### src/akrt_pkg.sv
`default_nettype none
package akrt_pkg;
    localparam int TRAVEL_W = 8;
    localparam logic [2:0] ST_RESET = 3'd0;
    localparam logic [2:0] ST_RAPID = 3'd1;
    localparam logic [2:0] ST_MAYBE_TAP = 3'd2;
    localparam logic [2:0] ST_TAP = 3'd3;
    localparam logic [2:0] ST_TRIG = 3'd4;
    localparam logic [1:0] DIR_NONE = 2'd0;
    localparam logic [1:0] DIR_DOWN = 2'd1;
    localparam logic [1:0] DIR_UP = 2'd2;
    localparam logic [2:0] EV_NONE = 3'd0;
    localparam logic [2:0] EV_PRESS = 3'd1;
    localparam logic [2:0] EV_RELEASE = 3'd2;
    localparam logic [2:0] EV_PRESS_TAP = 3'd3;
    localparam logic [2:0] EV_RELEASE_TAP = 3'd4;
    localparam logic [2:0] CFG_TRIGGER = 3'd0;
    localparam logic [2:0] CFG_RESET_GAP = 3'd1;
    localparam logic [2:0] CFG_RAPID = 3'd2;
    localparam logic [2:0] CFG_TAP = 3'd3;
    localparam logic [2:0] CFG_IDLE_MARGIN = 3'd4;
    localparam logic [2:0] CFG_SNAP = 3'd5;
    localparam logic [2:0] CFG_SLEEP = 3'd6;
    localparam logic [2:0] CFG_CALIB = 3'd7;

    typedef struct packed {
        logic [1:0]  key_index;
        logic [11:0] sample;
    } in_beat_t;

    typedef struct packed {
        logic [1:0] out_key;
        logic [2:0] event_res;
        logic [7:0] travel;
        logic [2:0] key_status;
        logic       sleeping;
    } out_beat_t;

    typedef struct packed {
        logic [7:0]  trigger_level;
        logic [7:0]  reset_gap;
        logic [7:0]  rapid_offset;
        logic        tap_enabled;
        logic [11:0] idle_margin;
        logic [11:0] top_snap_margin;
        logic [15:0] sleep_after;
        logic [7:0]  calib_samples;
    } cfg_t;

    typedef struct packed {
        logic [15:0] idle_level;
        logic [7:0]  calib_count;
        logic [12:0] max_travel;
        logic [12:0] last_distance;
        logic [11:0] filtered_travel;
        logic [8:0]  last_velocity;
        logic [7:0]  travel_now;
        logic [1:0]  moving_dir;
        logic [7:0]  turn_point;
        logic [2:0]  act_status;
        logic        triggered_flag;
        logic [15:0] idle_count;
        logic        idle_flag;
    } key_state_t;

    typedef enum logic [2:0] {
        S_IDLE, S_READ, S_TRACK, S_DIV, S_FINISH, S_OUT
    } seq_state_t;

    // Divider handshake.
    typedef struct packed {
        logic        start;
        logic [20:0] dividend;
        logic [12:0] divisor;
    } div_req_t;

    typedef struct packed {
        logic        done;
        logic [20:0] quotient;
    } div_rsp_t;
endpackage
`default_nettype wire

### src/akrt_div.sv
`default_nettype none
module akrt_div (
    input  wire logic              clk,
    input  wire logic              rst_n,
    input  wire akrt_pkg::div_req_t req,
    output akrt_pkg::div_rsp_t     rsp
);
    logic [4:0]  cnt_reg, cnt_next;
    logic        busy_reg, busy_next;
    logic [20:0] q_reg, q_next;
    logic [13:0] rem_reg, rem_next;
    logic [12:0] d_reg, d_next;
    logic        done_reg, done_next;
    logic [13:0] trial;

    always_comb
    begin
        cnt_next = cnt_reg;
        busy_next = busy_reg;
        q_next = q_reg;
        rem_next = rem_reg;
        d_next = d_reg;
        done_next = 1'b0;
        trial = {rem_reg[12:0], q_reg[20]};
        if (req.start)
        begin
            busy_next = 1'b1;
            cnt_next = 5'd0;
            q_next = req.dividend;
            rem_next = 14'd0;
            d_next = req.divisor;
        end
        else if (busy_reg)
        begin
            // one quotient bit per cycle, restoring
            if (trial >= {1'b0, d_reg})
            begin
                rem_next = trial - {1'b0, d_reg};
                q_next = {q_reg[19:0], 1'b1};
            end
            else
            begin
                rem_next = trial;
                q_next = {q_reg[19:0], 1'b0};
            end
            cnt_next = cnt_reg + 5'd1;
            if (cnt_reg == 5'd20)
            begin
                busy_next = 1'b0;
                done_next = 1'b1;
            end
        end
    end

    always_ff @(posedge clk or negedge rst_n)
    begin
        if (!rst_n)
        begin
            cnt_reg <= '0;
            busy_reg <= 1'b0;
            done_reg <= 1'b0;
        end
        else
        begin
            cnt_reg <= cnt_next;
            busy_reg <= busy_next;
            done_reg <= done_next;
        end
    end

    always_ff @(posedge clk)
    begin
        q_reg <= q_next;
        rem_reg <= rem_next;
        d_reg <= d_next;
    end

    assign rsp.done = done_reg;
    assign rsp.quotient = q_reg;
endmodule
`default_nettype wire

### src/akrt_mem.sv
`default_nettype none
module akrt_mem #(
    parameter int NUM_KEYS = 4,
    parameter int INITIAL_IDLE = 2000,
    parameter int INITIAL_MAX_TRAVEL = 500
) (
    input  wire logic                  clk,
    input  wire logic                  rst_n,
    input  wire logic [1:0]            raddr,
    input  wire logic                  we,
    input  wire logic [1:0]            waddr,
    input  wire akrt_pkg::key_state_t  wdata,
    output akrt_pkg::key_state_t       rdata
);
    localparam int AW = (NUM_KEYS > 1) ? $clog2(NUM_KEYS) : 1;
    akrt_pkg::key_state_t mem [NUM_KEYS];
    logic [NUM_KEYS-1:0] valid_reg;
    akrt_pkg::key_state_t q_reg;
    logic hit_reg;
    akrt_pkg::key_state_t init_st;
    logic [AW-1:0] ra, wa;

    assign ra = AW'(raddr);
    assign wa = AW'(waddr);

    always_comb
    begin
        init_st = '0;
        init_st.idle_level = 16'(INITIAL_IDLE);
        init_st.max_travel = 13'(INITIAL_MAX_TRAVEL);
    end

    always_ff @(posedge clk)
    begin
        if (we)
            mem[wa] <= wdata;
        q_reg <= mem[ra];
    end

    always_ff @(posedge clk or negedge rst_n)
    begin
        if (!rst_n)
        begin
            valid_reg <= '0;
            hit_reg <= 1'b0;
        end
        else
        begin
            if (we)
                valid_reg[wa] <= 1'b1;
            hit_reg <= valid_reg[ra];
        end
    end

    assign rdata = hit_reg ? q_reg : init_st;
endmodule
`default_nettype wire

### src/analog_key_rapid_trigger.sv
// Analog key rapid trigger for hall-effect keys.
// in: in_valid/in_stall carry one sample beat (key_index, sample).
// out: out_valid/out_stall carry one result beat per sample.
// cfg: cfg_valid/cfg_ready write register cfg_index with cfg_data; write
//   only while idle.
// Per-key state sits in one memory read, updated and written back.
// From input accept to out_valid a sample passes memory read, tracking,
// a 21-step serial divider for travel scaling, actuation.
// One sample at a time; no new sample is taken until the sequencer is idle again.
// An out-of-range key skips the divider.
// Reset clears configuration to defaults and marks every key unwritten so
// it reads as its reset state; no clearing pass.
// While out_stall is high the result beat holds; a new sample may be taken
// in meanwhile and waits in the pipeline until the beat leaves.
`default_nettype none
module analog_key_rapid_trigger #(
    parameter int NUM_KEYS = 4,
    parameter int SAMPLE_BITS = 12,
    parameter int INITIAL_IDLE = 2000,
    parameter int INITIAL_MAX_TRAVEL = 500
) (
    input  wire logic                 clk,
    input  wire logic                 rst_n,
    input  wire logic                 in_valid,
    output logic                      in_stall,
    input  wire akrt_pkg::in_beat_t   in_data,
    output logic                      out_valid,
    input  wire logic                 out_stall,
    output akrt_pkg::out_beat_t       out_data,
    input  wire logic                 cfg_valid,
    output logic                      cfg_ready,
    input  wire logic [2:0]           cfg_index,
    input  wire logic [15:0]          cfg_data
);
    akrt_pkg::cfg_t cfg_reg;
    akrt_pkg::seq_state_t st_reg, st_next;
    logic [1:0] key_reg;
    logic [15:0] val_reg;
    akrt_pkg::key_state_t ks_reg, ks_next, rd;
    akrt_pkg::div_req_t dreq;
    akrt_pkg::div_rsp_t drsp;
    logic [12:0] dist_reg, dist_next;
    logic oor_reg;
    akrt_pkg::out_beat_t ob_reg, ob_next;
    logic ov_reg;
    logic we;
    logic skip_reg, skip_next;
    logic accept, mem_we;
    akrt_pkg::key_state_t fin;

    assign cfg_ready = 1'b1;
    assign accept = in_valid && !in_stall;
    assign in_stall = (st_reg != akrt_pkg::S_IDLE);

    always_ff @(posedge clk or negedge rst_n)
    begin
        if (!rst_n)
        begin
            cfg_reg.trigger_level <= 8'd128;
            cfg_reg.reset_gap <= 8'd20;
            cfg_reg.rapid_offset <= 8'd0;
            cfg_reg.tap_enabled <= 1'b0;
            cfg_reg.idle_margin <= 12'd50;
            cfg_reg.top_snap_margin <= 12'd50;
            cfg_reg.sleep_after <= 16'd1000;
            cfg_reg.calib_samples <= 8'd100;
        end
        else if (cfg_valid)
        begin
            case (cfg_index)
                akrt_pkg::CFG_TRIGGER: cfg_reg.trigger_level <= cfg_data[7:0];
                akrt_pkg::CFG_RESET_GAP: cfg_reg.reset_gap <= cfg_data[7:0];
                akrt_pkg::CFG_RAPID: cfg_reg.rapid_offset <= cfg_data[7:0];
                akrt_pkg::CFG_TAP: cfg_reg.tap_enabled <= cfg_data[0];
                akrt_pkg::CFG_IDLE_MARGIN: cfg_reg.idle_margin <= cfg_data[11:0];
                akrt_pkg::CFG_SNAP: cfg_reg.top_snap_margin <= cfg_data[11:0];
                akrt_pkg::CFG_SLEEP: cfg_reg.sleep_after <= cfg_data;
                akrt_pkg::CFG_CALIB: cfg_reg.calib_samples <= cfg_data[7:0];
                default: ;
            endcase
        end
    end

    // write back the fully updated state of the key
    akrt_mem #(
        .NUM_KEYS(NUM_KEYS),
        .INITIAL_IDLE(INITIAL_IDLE),
        .INITIAL_MAX_TRAVEL(INITIAL_MAX_TRAVEL)
    ) u_mem (
        .clk(clk), .rst_n(rst_n),
        .raddr(accept ? in_data.key_index : key_reg),
        .we(mem_we), .waddr(key_reg), .wdata(fin), .rdata(rd)
    );

    akrt_div u_div (.clk(clk), .rst_n(rst_n), .req(dreq), .rsp(drsp));

    // tracking front half, before the divide
    logic [19:0] iv;
    logic [15:0] v16, idle_n;
    logic [19:0] top;
    logic [20:0] dsum;
    logic [12:0] dsat, mx;
    logic [13:0] snap;
    logic [8:0]  d8;
    logic [19:0] filt;
    logic [7:0]  f8o, f8n;
    logic signed [8:0] vel;
    logic [15:0] vcur;
    logic track_skip;
    logic [12:0] dd;

    always_comb
    begin
        ks_next = ks_reg;
        dist_next = dist_reg;
        skip_next = skip_reg;
        iv = '0; v16 = '0; idle_n = '0; top = '0; dsum = '0;
        dsat = '0; mx = '0; snap = '0; track_skip = 1'b0; vcur = val_reg;
        dreq = '0;
        dd = '0;
        if (st_reg == akrt_pkg::S_TRACK)
        begin
            ks_next = rd;
            if (rd.calib_count < cfg_reg.calib_samples)
            begin
                iv = 20'((102 * {val_reg[11:0], 4'd0} + 154 * rd.idle_level) >> 8);
                ks_next.idle_level = iv[15:0];
                if (rd.calib_count != 8'd255)
                    ks_next.calib_count = rd.calib_count + 8'd1;
                track_skip = 1'b1;
            end
            else
            begin
                idle_n = rd.idle_level;
                if ({val_reg[11:0], 4'd0} < rd.idle_level)
                begin
                    iv = 20'((51 * {val_reg[11:0], 4'd0} + 205 * rd.idle_level) >> 8);
                    idle_n = iv[15:0];
                    vcur = {4'd0, idle_n[15:4]};
                end
                ks_next.idle_level = idle_n;
                v16 = {vcur[11:0], 4'd0};
                top = {4'd0, idle_n} + {4'd0, cfg_reg.idle_margin, 4'd0};
                if (rd.last_distance == 13'd0 && {4'd0, v16} <= top)
                begin
                    if (rd.idle_count >= cfg_reg.sleep_after)
                    begin
                        ks_next.idle_flag = 1'b1;
                        track_skip = 1'b1;
                    end
                    else
                        ks_next.idle_count = rd.idle_count + 16'd1;
                end
                if ({4'd0, v16} <= top)
                begin
                    dsat = 13'd0;
                    if (!track_skip)
                        ks_next.turn_point = 8'd0;
                end
                else
                begin
                    dsum = 21'(({5'd0, v16} + {5'd0, cfg_reg.idle_margin, 4'd0}
                        - {5'd0, idle_n}) >> 4);
                    dsat = (dsum > 21'd8191) ? 13'd8191 : dsum[12:0];
                    ks_next.idle_flag = 1'b0;
                    ks_next.idle_count = 16'd0;
                end
                mx = (dsat > rd.max_travel) ? dsat : rd.max_travel;
                if (!track_skip)
                    ks_next.max_travel = mx;
                snap = {1'b0, dsat} + {2'd0, cfg_reg.top_snap_margin};
                dd = (snap >= {1'b0, mx}) ? mx : dsat;
                dist_next = dd;
                dreq.start = !track_skip && (mx != 13'd0);
                dreq.dividend = 21'(dd * 255);
                dreq.divisor = mx;
            end
            skip_next = track_skip;
        end
    end

    // back half: filter, direction, actuation, tap check
    logic [2:0] ev;
    logic signed [9:0] dval, rlvl, rplvl;
    logic after_trig, before_reset, has_rapid, after_rapid, before_rapid;

    always_comb
    begin
        fin = ks_reg;
        ev = akrt_pkg::EV_NONE;
        d8 = '0; filt = '0; f8o = '0; f8n = '0; vel = '0;
        dval = '0; rlvl = '0; rplvl = '0;
        after_trig = 1'b0; before_reset = 1'b0; has_rapid = 1'b0;
        after_rapid = 1'b0; before_rapid = 1'b0;
        if (!skip_reg)
        begin
            if (ks_reg.max_travel == 13'd0 || drsp.quotient > 21'd255)
                d8 = 9'd255;
            else
                d8 = drsp.quotient[8:0];
            filt = 20'((51 * {d8[7:0], 4'd0} + 205 * ks_reg.filtered_travel) >> 8);
            f8o = ks_reg.filtered_travel[11:4];
            f8n = filt[11:4];
            vel = $signed({1'b0, f8n}) - $signed({1'b0, f8o});
            if ($signed(ks_reg.last_velocity) > 0 && vel > 0
                && ks_reg.moving_dir != akrt_pkg::DIR_DOWN)
            begin
                fin.moving_dir = akrt_pkg::DIR_DOWN;
                if (ks_reg.turn_point != 8'd0) fin.turn_point = f8o;
            end
            else if ($signed(ks_reg.last_velocity) < 0 && vel < 0
                && ks_reg.moving_dir != akrt_pkg::DIR_UP)
            begin
                fin.moving_dir = akrt_pkg::DIR_UP;
                if (ks_reg.turn_point != 8'd255) fin.turn_point = f8o;
            end
            fin.last_distance = dist_reg;
            fin.filtered_travel = filt[11:0];
            fin.last_velocity = vel;
            fin.travel_now = d8[7:0];

            dval = $signed({2'd0, d8[7:0]});
            rlvl = $signed({2'd0, cfg_reg.trigger_level}) - $signed({2'd0, cfg_reg.reset_gap});
            rplvl = $signed({2'd0, fin.turn_point}) - $signed({2'd0, cfg_reg.rapid_offset});
            after_trig = dval > $signed({2'd0, cfg_reg.trigger_level});
            before_reset = dval < rlvl;
            has_rapid = cfg_reg.rapid_offset != 8'd0;
            after_rapid = dval > (rplvl + $signed({2'd0, cfg_reg.reset_gap}));
            before_rapid = dval < rplvl;
            case (fin.act_status)
                akrt_pkg::ST_RESET:
                    if (after_trig)
                    begin
                        if (cfg_reg.tap_enabled)
                            fin.act_status = akrt_pkg::ST_MAYBE_TAP;
                        else
                        begin
                            fin.act_status = akrt_pkg::ST_TRIG;
                            fin.triggered_flag = 1'b1;
                            ev = akrt_pkg::EV_PRESS;
                        end
                    end
                akrt_pkg::ST_RAPID:
                    if (!has_rapid)
                        fin.act_status = akrt_pkg::ST_RESET;
                    else if (after_trig && fin.moving_dir == akrt_pkg::DIR_DOWN && after_rapid)
                    begin
                        fin.triggered_flag = 1'b1;
                        if (cfg_reg.tap_enabled)
                            fin.act_status = akrt_pkg::ST_MAYBE_TAP;
                        else
                        begin
                            fin.act_status = akrt_pkg::ST_TRIG;
                            ev = akrt_pkg::EV_PRESS;
                        end
                    end
                    else if (before_reset)
                        fin.act_status = akrt_pkg::ST_RESET;
                akrt_pkg::ST_TAP:
                begin
                    fin.act_status = akrt_pkg::ST_RESET;
                    fin.triggered_flag = 1'b0;
                    ev = akrt_pkg::EV_RELEASE_TAP;
                end
                akrt_pkg::ST_TRIG:
                    if (before_reset)
                    begin
                        fin.act_status = akrt_pkg::ST_RESET;
                        fin.triggered_flag = 1'b0;
                        ev = akrt_pkg::EV_RELEASE;
                    end
                    else if (has_rapid && fin.moving_dir == akrt_pkg::DIR_UP && before_rapid)
                    begin
                        fin.act_status = akrt_pkg::ST_RAPID;
                        fin.triggered_flag = 1'b0;
                        ev = akrt_pkg::EV_RELEASE;
                    end
                default: ;
            endcase
        end
        rlvl = $signed({2'd0, cfg_reg.trigger_level}) - $signed({2'd0, cfg_reg.reset_gap});
        if (fin.act_status == akrt_pkg::ST_MAYBE_TAP
            && $signed({2'd0, fin.travel_now}) < rlvl)
        begin
            fin.act_status = akrt_pkg::ST_TAP;
            ev = akrt_pkg::EV_PRESS_TAP;
        end
    end

    always_comb
    begin
        st_next = st_reg;
        case (st_reg)
            akrt_pkg::S_IDLE: if (accept) st_next = akrt_pkg::S_READ;
            akrt_pkg::S_READ: st_next = oor_reg ? akrt_pkg::S_OUT : akrt_pkg::S_TRACK;
            akrt_pkg::S_TRACK: st_next = dreq.start ? akrt_pkg::S_DIV : akrt_pkg::S_FINISH;
            akrt_pkg::S_DIV: if (drsp.done) st_next = akrt_pkg::S_FINISH;
            akrt_pkg::S_FINISH: st_next = akrt_pkg::S_OUT;
            akrt_pkg::S_OUT: if (!ov_reg || !out_stall) st_next = akrt_pkg::S_IDLE;
            default: st_next = akrt_pkg::S_IDLE;
        endcase
    end

    always_comb
    begin
        mem_we = (st_reg == akrt_pkg::S_FINISH);
        we = (st_reg == akrt_pkg::S_OUT) && (!ov_reg || !out_stall);
        ob_next = ob_reg;
        if (st_reg == akrt_pkg::S_FINISH)
        begin
            ob_next.out_key = key_reg;
            ob_next.event_res = ev;
            ob_next.travel = fin.travel_now;
            ob_next.key_status = fin.act_status;
            ob_next.sleeping = fin.idle_flag;
        end
        else if (st_reg == akrt_pkg::S_READ && oor_reg)
        begin
            ob_next = '0;
            ob_next.out_key = key_reg;
        end
    end

    always_ff @(posedge clk or negedge rst_n)
    begin
        if (!rst_n)
        begin
            st_reg <= akrt_pkg::S_IDLE;
            ov_reg <= 1'b0;
        end
        else
        begin
            st_reg <= st_next;
            if (we)
                ov_reg <= 1'b1;
            else if (!out_stall)
                ov_reg <= 1'b0;
        end
    end

    akrt_pkg::out_beat_t res_reg;
    always_ff @(posedge clk)
    begin
        if (accept)
        begin
            key_reg <= in_data.key_index;
            val_reg <= 16'(in_data.sample & 12'((1 << SAMPLE_BITS) - 1));
            oor_reg <= (32'(in_data.key_index) >= NUM_KEYS);
        end
        if (st_reg == akrt_pkg::S_TRACK)
            ks_reg <= ks_next;
        else if (st_reg == akrt_pkg::S_FINISH)
            ks_reg <= fin;
        dist_reg <= dist_next;
        skip_reg <= skip_next;
        ob_reg <= ob_next;
        if (we)
            res_reg <= ob_reg;
    end

    assign out_valid = ov_reg;
    assign out_data = res_reg;
endmodule
`default_nettype wire

### config.mk
export PLATFORM = sky130hd
export DESIGN_NAME = analog_key_rapid_trigger
export DESIGN_NICKNAME = d
export VERILOG_FILES = /design/src/akrt_pkg.sv /design/src/akrt_div.sv /design/src/akrt_mem.sv /design/src/analog_key_rapid_trigger.sv
export SDC_FILE = /design/constraint.sdc
export NUM_CORES = 2
export LEC_CHECK = 0
export ABC_AREA = 0
export BUFFER_PORTS_ARGS = -buffer_cell sky130_fd_sc_hd__buf_2
export CAP_MARGIN = 40
export CORE_ASPECT_RATIO = 0.75
export CORE_MARGIN = 2
export CORE_UTILIZATION = 65
export CTS_BUF_LIST = sky130_fd_sc_hd__clkbuf_2
export CTS_CLUSTER_DIAMETER = 40
export CTS_CLUSTER_SIZE = 25
export DETAILED_ROUTE_END_ITERATION = 10
export PLACE_DENSITY = 0.88
export SYNTH_ARGS = -nofsm -noshare
export SYNTH_HDL_FRONTEND = slang
export SYNTH_SLANG_ARGS = --single-unit
### constraint.sdc
create_clock -name clk -period 34.9 [get_ports clk]
set_input_delay 3.49 -clock clk [delete_from_list [all_inputs] [get_ports clk]]
set_output_delay 3.49 -clock clk [all_outputs]
set_load 0.05 [all_outputs]
# [After elaboration in Yosys (flattened, before gate mapping)]
# Memory sizes are Yosys's and may differ from the RTL's. A register that Yosys moved wholly into a read port is not among the register bits.
# Cells that the tools add are included.
[word_totals] input_bits=38 mem_count=1 out_inout_bits=20 elab_cells=251 ff_bits=308 ramBits=440
[mem_list] memory="u_mem.mem" words=4 width=110 rd=1 rd_ports_with_merged_regs=1 write_ports=1 line_no="akrt_mem.sv:16" rtl="akrt_pkg::key_state_t mem [NUM_KEYS];"
[op_classes] muxes=90 n_bitwise=3 n_mul=7 n_eq_ne=27 add_sub_neg=15 n_lt_le_gt_ge=21 n_reduce_logical=42
[ops] operator="$mux 110" count=2
[ops] operator="$mux 13" count=9
[ops] operator="$mux 16" count=5
[ops] operator="$mux 73" count=1
[ops] operator="$mux 8" count=9
[ops] operator="$mux 35" count=2
[ops] operator="$mux 17" count=4
[ops] operator="$mux 56" count=1
[ops] operator="$mux 21" count=2
[ops] operator="$mux 3" count=13
[ops] operator="$mul 6x12->18 const A" count=2
[ops] operator="$mux 12" count=3
[ops] operator="$add 16x16->17" count=2
[ops] operator="$mux 10" count=3
[ops] operator="$ge 14x13->1" count=2
[ops] operator="$lt 9x9->1" count=3
[ops] operator="$sub 8x8->9" count=3
[ops] operator="$logic_not 13->1" count=2
[ops] operator="$add 22x24->24" count=1
[ops] operator="$add 23x24->24" count=1
[ops] operator="$mul 8x16->24 const A" count=1
[ops] operator="$mul 7x16->23 const A" count=1
[ops] operator="$mux 1" count=23
[ops] operator="$eq 3x3->1 const B" count=7
[ops] operator="other kinds (53)" count=103

# [Depth between registers and ports, before layout]
[depth] ltp_word=26 ltp_mapped=100 depth_no_buf=96

# [Hierarchy]
# From an unflattened synthesis, not the netlist that was laid out.
[unflattened] cells_unflattened=4187 area_unflattened_um2=51281.7
[by_module_without_submodules] mod="analog_key_rapid_trigger" area_each_um2=29350.6 seq_area_each_um2=7094.3 cells_each=3116 instances=1
[by_module_without_submodules] mod="akrt_mem" area_each_um2=19004.5 seq_area_each_um2=15539.9 cells_each=821 instances=1
[by_module_without_submodules] mod="akrt_div" area_each_um2=2926.6 seq_area_each_um2=1456.4 cells_each=250 instances=1

# [Worst setup path before layout]
# OpenSTA, ideal clock, no wires.
[synth_timing] kind="register -> register" startpoint="register val_reg[5]" endpoint="register u_div.q_reg[20], data pin" n_path_buf=5 setup_time_ns=0.262 period_less_slack_ns=19.465 path_slack_ns=15.435 required_ns=34.638 t_arrival_ns=19.203 stages_incl_launch_ff=91 path_cell_list="edfxtp_1 -> ha_1 -> inv_1 -> fa_1 -> fa_1 -> inv_1 -> ha_1 -> xnor2_1 -> ha_1 -> inv_1 -> fa_1 -> fa_1 -> fa_1 -> inv_1 -> ha_1 -> a21oi_1 -> o21a_1 -> o221ai_1 -> (+55 left out) -> fa_1 -> fa_1 -> inv_1 -> fa_1 -> inv_1 -> ha_1 -> a21oi_1 -> o21bai_1 -> a21oi_1 -> o21bai_1 -> a21oi_1 -> o21bai_1 -> a21o_1 -> a21o_1 -> a41o_1 -> o41ai_1 -> xnor2_1 -> o21ai_0"
[synth_via] elab_chain_len=20 elab_cells_between_ends=34 cone_classes="add/sub: 5; mul: 2; order compare: 5; mux: 18; reduce/logical: 4"
[synth_rtl] element="from (decl)" line_no="analog_key_rapid_trigger.sv:38" rtl="logic [15:0] val_reg;"
[synth_rtl] element="from (signal assigned)" line_no="analog_key_rapid_trigger.sv:347" rtl="val_reg <= 16'(in_data.sample & 12'((1 << SAMPLE_BITS) - 1));"
[synth_rtl] element="$mul 6x12->18" line_no="analog_key_rapid_trigger.sv:137" rtl="iv = 20'((51 * {val_reg[11:0], 4'd0} + 205 * rd.idle_level) >> 8);"
[synth_rtl] element="$add 22x24->24" line_no="analog_key_rapid_trigger.sv:137"
[synth_rtl] element="$mux 12" line_no="analog_key_rapid_trigger.sv:135" rtl="if ({val_reg[11:0], 4'd0} < rd.idle_level)"
[synth_rtl] element="$mux 12" line_no="analog_key_rapid_trigger.sv:124" rtl="if (rd.calib_count < cfg_reg.calib_samples)"
[synth_rtl] element="$mux 12" line_no="analog_key_rapid_trigger.sv:121" rtl="if (st_reg == akrt_pkg::S_TRACK)"
[synth_rtl] element="$add 16x16->17" line_no="analog_key_rapid_trigger.sv:162" rtl="dsum = 21'(({5'd0, v16} + {5'd0, cfg_reg.idle_margin, 4'd0}"
[synth_rtl] element="$sub 17x16->18" line_no="analog_key_rapid_trigger.sv:163" rtl="- {5'd0, idle_n}) >> 4);"
[synth_rtl] element="$gt 17x13->1" line_no="analog_key_rapid_trigger.sv:164" rtl="dsat = (dsum > 21'd8191) ? 13'd8191 : dsum[12:0];"
[synth_rtl] element="(+5 left out)"
[synth_rtl] element="$mux 13" line_no="analog_key_rapid_trigger.sv:168" rtl="mx = (dsat > rd.max_travel) ? dsat : rd.max_travel;"
[synth_rtl] element="$ge 14x13->1" line_no="analog_key_rapid_trigger.sv:172" rtl="dd = (snap >= {1'b0, mx}) ? mx : dsat;"
[synth_rtl] element="$mux 13" line_no="analog_key_rapid_trigger.sv:172"
[synth_rtl] element="$mul 13x8->21" line_no="analog_key_rapid_trigger.sv:175" rtl="dreq.dividend = 21'(dd * 255);"
[synth_rtl] element="$mux 35 (*)" line_no="analog_key_rapid_trigger.sv:124"
[synth_rtl] element="$mux 35 (*)" line_no="analog_key_rapid_trigger.sv:121"
[synth_rtl] element="$mux 21 (*)" line_no="akrt_div.sv:25" rtl="if (req.start)"
[synth_rtl] element="via u_div.q_next[20]" line_no="akrt_div.sv:10" rtl="logic [20:0] q_reg, q_next;"
[synth_rtl] element="to (signal assigned)" line_no="akrt_div.sv:73" rtl="q_reg <= q_next;"
[synth_rtl] element="to (decl)" line_no="akrt_div.sv:10"
# The timed path passes the listed nets; every way through them passes the cells marked *. The select of a mux whose other input is x is not followed.
# A chain may end at the register's enable or synchronous reset.

# [Final worst setup path]
[layout_timing] startpoint="register val_reg[0]" endpoint="register u_div.q_reg[20], data pin"
# Same word-level chain as after synthesis.

==> impl_metrics.toml <==
[status]
status = "finished, final reports clean"

[drt]
viasPerCell = 6.15
first_iter_violations = 4210
wl_per_cell_um = 21.3
ant_nets = 0
routed_wl_um = 125000
vias = 36179
drc_errors = 0
dr.pass1.iters = 6

[timing]
relSlewSlack_pct = 36.1
worst_pin_slew_ps = 959
finalClockSkew_ps = 247
hold_violations = 0
period_share_pct = 64.1
clock.fmax_ghz = 0.0447
drv_slew = 0
setup_tns_ps = 0
finalSetupViolCount = 0
min_period_ps = 22380
rsz0062_at_grt = "false"

[logic_synthesis]
synth-simple-area-share_pct = 11.9
ys.flop_type = "edfxtp_1"
synth_area_leaders = "edfxtp_1 (38%), ha_1 (12%), fa_1 (8.3%), nand2_1 (5.4%), dfxtp_1 (4.9%)"
ys_seq_elements = 852
ys_seq_area_share_pct = 47.0
avgSynthCellArea_um2 = 10.8
synth-edff-count = 639
synth_top_family_by_area = "adder cells"
synth_xor_area_share_pct = 3.11
muxShareOfSynthArea_pct = 2.23
synth_cell_type_count = 99
yosys.cell_count.top_type = "nand2_1"
synthTopCellsByCount = "nand2_1 (731), edfxtp_1 (639), inv_1 (626)"
syn-num-nets = 5441
synthAdderAreaFrac_pct = 19.9
yosys_warnings = 0
synth_largest_area_cell = "edfxtp_1"
synthArstFlopShare_pct = 10.4
synth_cells = 4721
synth-compound-area-share_pct = 9.96
synth_top_area_share_pct = 37.7
syn_area_um2 = 50900

[hold_path]
min_from = "u_mem.mem[2][79]"
hp-class = "reg -> reg"

[worst_setup_path]
regToRegStartpoint = "val_reg[0]"
setup.worst_path.start = "val_reg[0]"
cp.arrival_ps = 23380
reg2reg_depth = 89
cpMaxStageDelayCell = "o211a_1"
worstPathRequired_ps = 35900
critPathMaxStageDelay_ps = 740
r2r_slack_ps = 12520
critical_path_class = "reg -> reg"
worstSetupStartpointType = "flop"
critPathMaxFanout = 27
endpoint_kind = "flop"
timing.rr.end = "u_div.q_reg[20]"
critPathMostFrequentCell = "a21o_1"
critPathCapture = "u_div.q_reg[20]"

[clocking]
cts_tree = "built"
clk_path_buf_depth = 3
cts_root_buf = "clkbuf_2"
worstSkewPairLatency_ps = 1420
cts-hold-fix-buffers = 0
post_cts_buffers = 0
ctsResizeCount = 0
htreeDepth = 3
cts_buffers = 89
clk_pin_slew_ps = 320
cts.sinks = 852

[global_route]
grt_max_degree = 79
grt.total_usage_pct = 31.6
grt_overflow_total = 0
grt_pass1_vias = 36117
antenna_found_initial = 3
grt_pass1_wl_um = 198000

[run]
cap_violations = 0

[finish]
areaGrowthSynthToFinish_pct = 6.04
fin_nets = 5486
drive_gt1_share_pct = 9.04
largest_reg_flops = 436

[floorplan]
ios = 58
core_um2 = 77200
start_util_pct = 66.0
dieArea_um2 = 80600
die_w_um = 327
row_count = 88
dieHeight_um = 246

[placed_design]
dp_hpwl_um = 89600
portBuffers = 56
routabilityCongestion = 0.978
## final cells by class
class	instances	area, um^2
Antenna cell	5	12.5
Clock buffer	96	480
Clock inverter	72	922
Fill cell	5278	23200
Inverter	629	2370
Multi-Input combinational cell	3082	24100
Sequential cell	852	23900
Tap cell	1035	1290
Timing Repair Buffer	112	903
## layer usage
metal / part of all wire [%] / track usage, %
met3: 12 / 7.75
met4: 2.3 / 8.32
met1: 41 / 44.8
met5: 0 / 0
met2: 44 / 48.9
## layout by cell type (no fill, tap or decap), types with 88 or more instances in the layout
| cell type | count |
|---|---|
| o21ai_0 | 143 |
| xnor2_1 | 125 |
| a21oi_1 | 153 |
| nand2_1 | 729 |
| a31oi_1 | 127 |
| inv_1 | 624 |
| fa_1 | 212 |
| a21o_1 | 88 |
| ha_1 | 470 |
| edfxtp_1 | 639 |
| and3_1 | 131 |
| clkbuf_2 | 96 |
| nor2_1 | 193 |
| dfxtp_1 | 124 |
## cell families after synthesis
| family | after synthesis |
|---|---|
| other cells | 1 |
| fa+ha+maj | 684 |
| buf+inv | 787 |
| simple gates | 1347 |
| mux | 103 |
| xor+xnor | 181 |
| compound gates | 766 |
| flops | 852 |
## worst max-delay path, delay by kind of cell (launching register included)
family          cells  cell delay [ps]
mux                 2              760
fa+ha+maj          18             7360
flops               1              580
xor+xnor            4              670
simple gates        4              960
compound gates     52            11160
buf+inv             9              590
## worst min path at each step
| stage | depth (start not counted) | slack [ps] | to |
|---|---|---|---|
| 2_1_floorplan | 0 | 400 | out_data[0] |
| 6_report | 2 | 430 | u_mem.q_reg[79] |
| 3_5_place_dp | 0 | 400 | out_data[1] |
| 3_3_place_gp | 0 | 410 | out_data[9] |
| 5_1_grt | 0 | 440 | u_mem.mem[2][102] |
| 4_1_cts | 0 | 400 | u_mem.mem[1][102] |
## through the flow
stage	area, um^2	cells	util [%]	setup slack [ps]	hold slack [ps]
2_1_floorplan	50900	4721	-	15440	400
3_3_place_gp	52300	5696	67.7	13710	406
3_5_place_dp	52600	5710	68.1	13070	405
4_1_cts	54000	5878	70.0	12900	396
5_1_grt	54000	5882	70.0	11120	439
6_report	54000	5883	70.0	12520	427
Power is left out: the tool's default activity adds up to more than one toggle a clock period on the data nets, which glitch-free logic cannot reach.
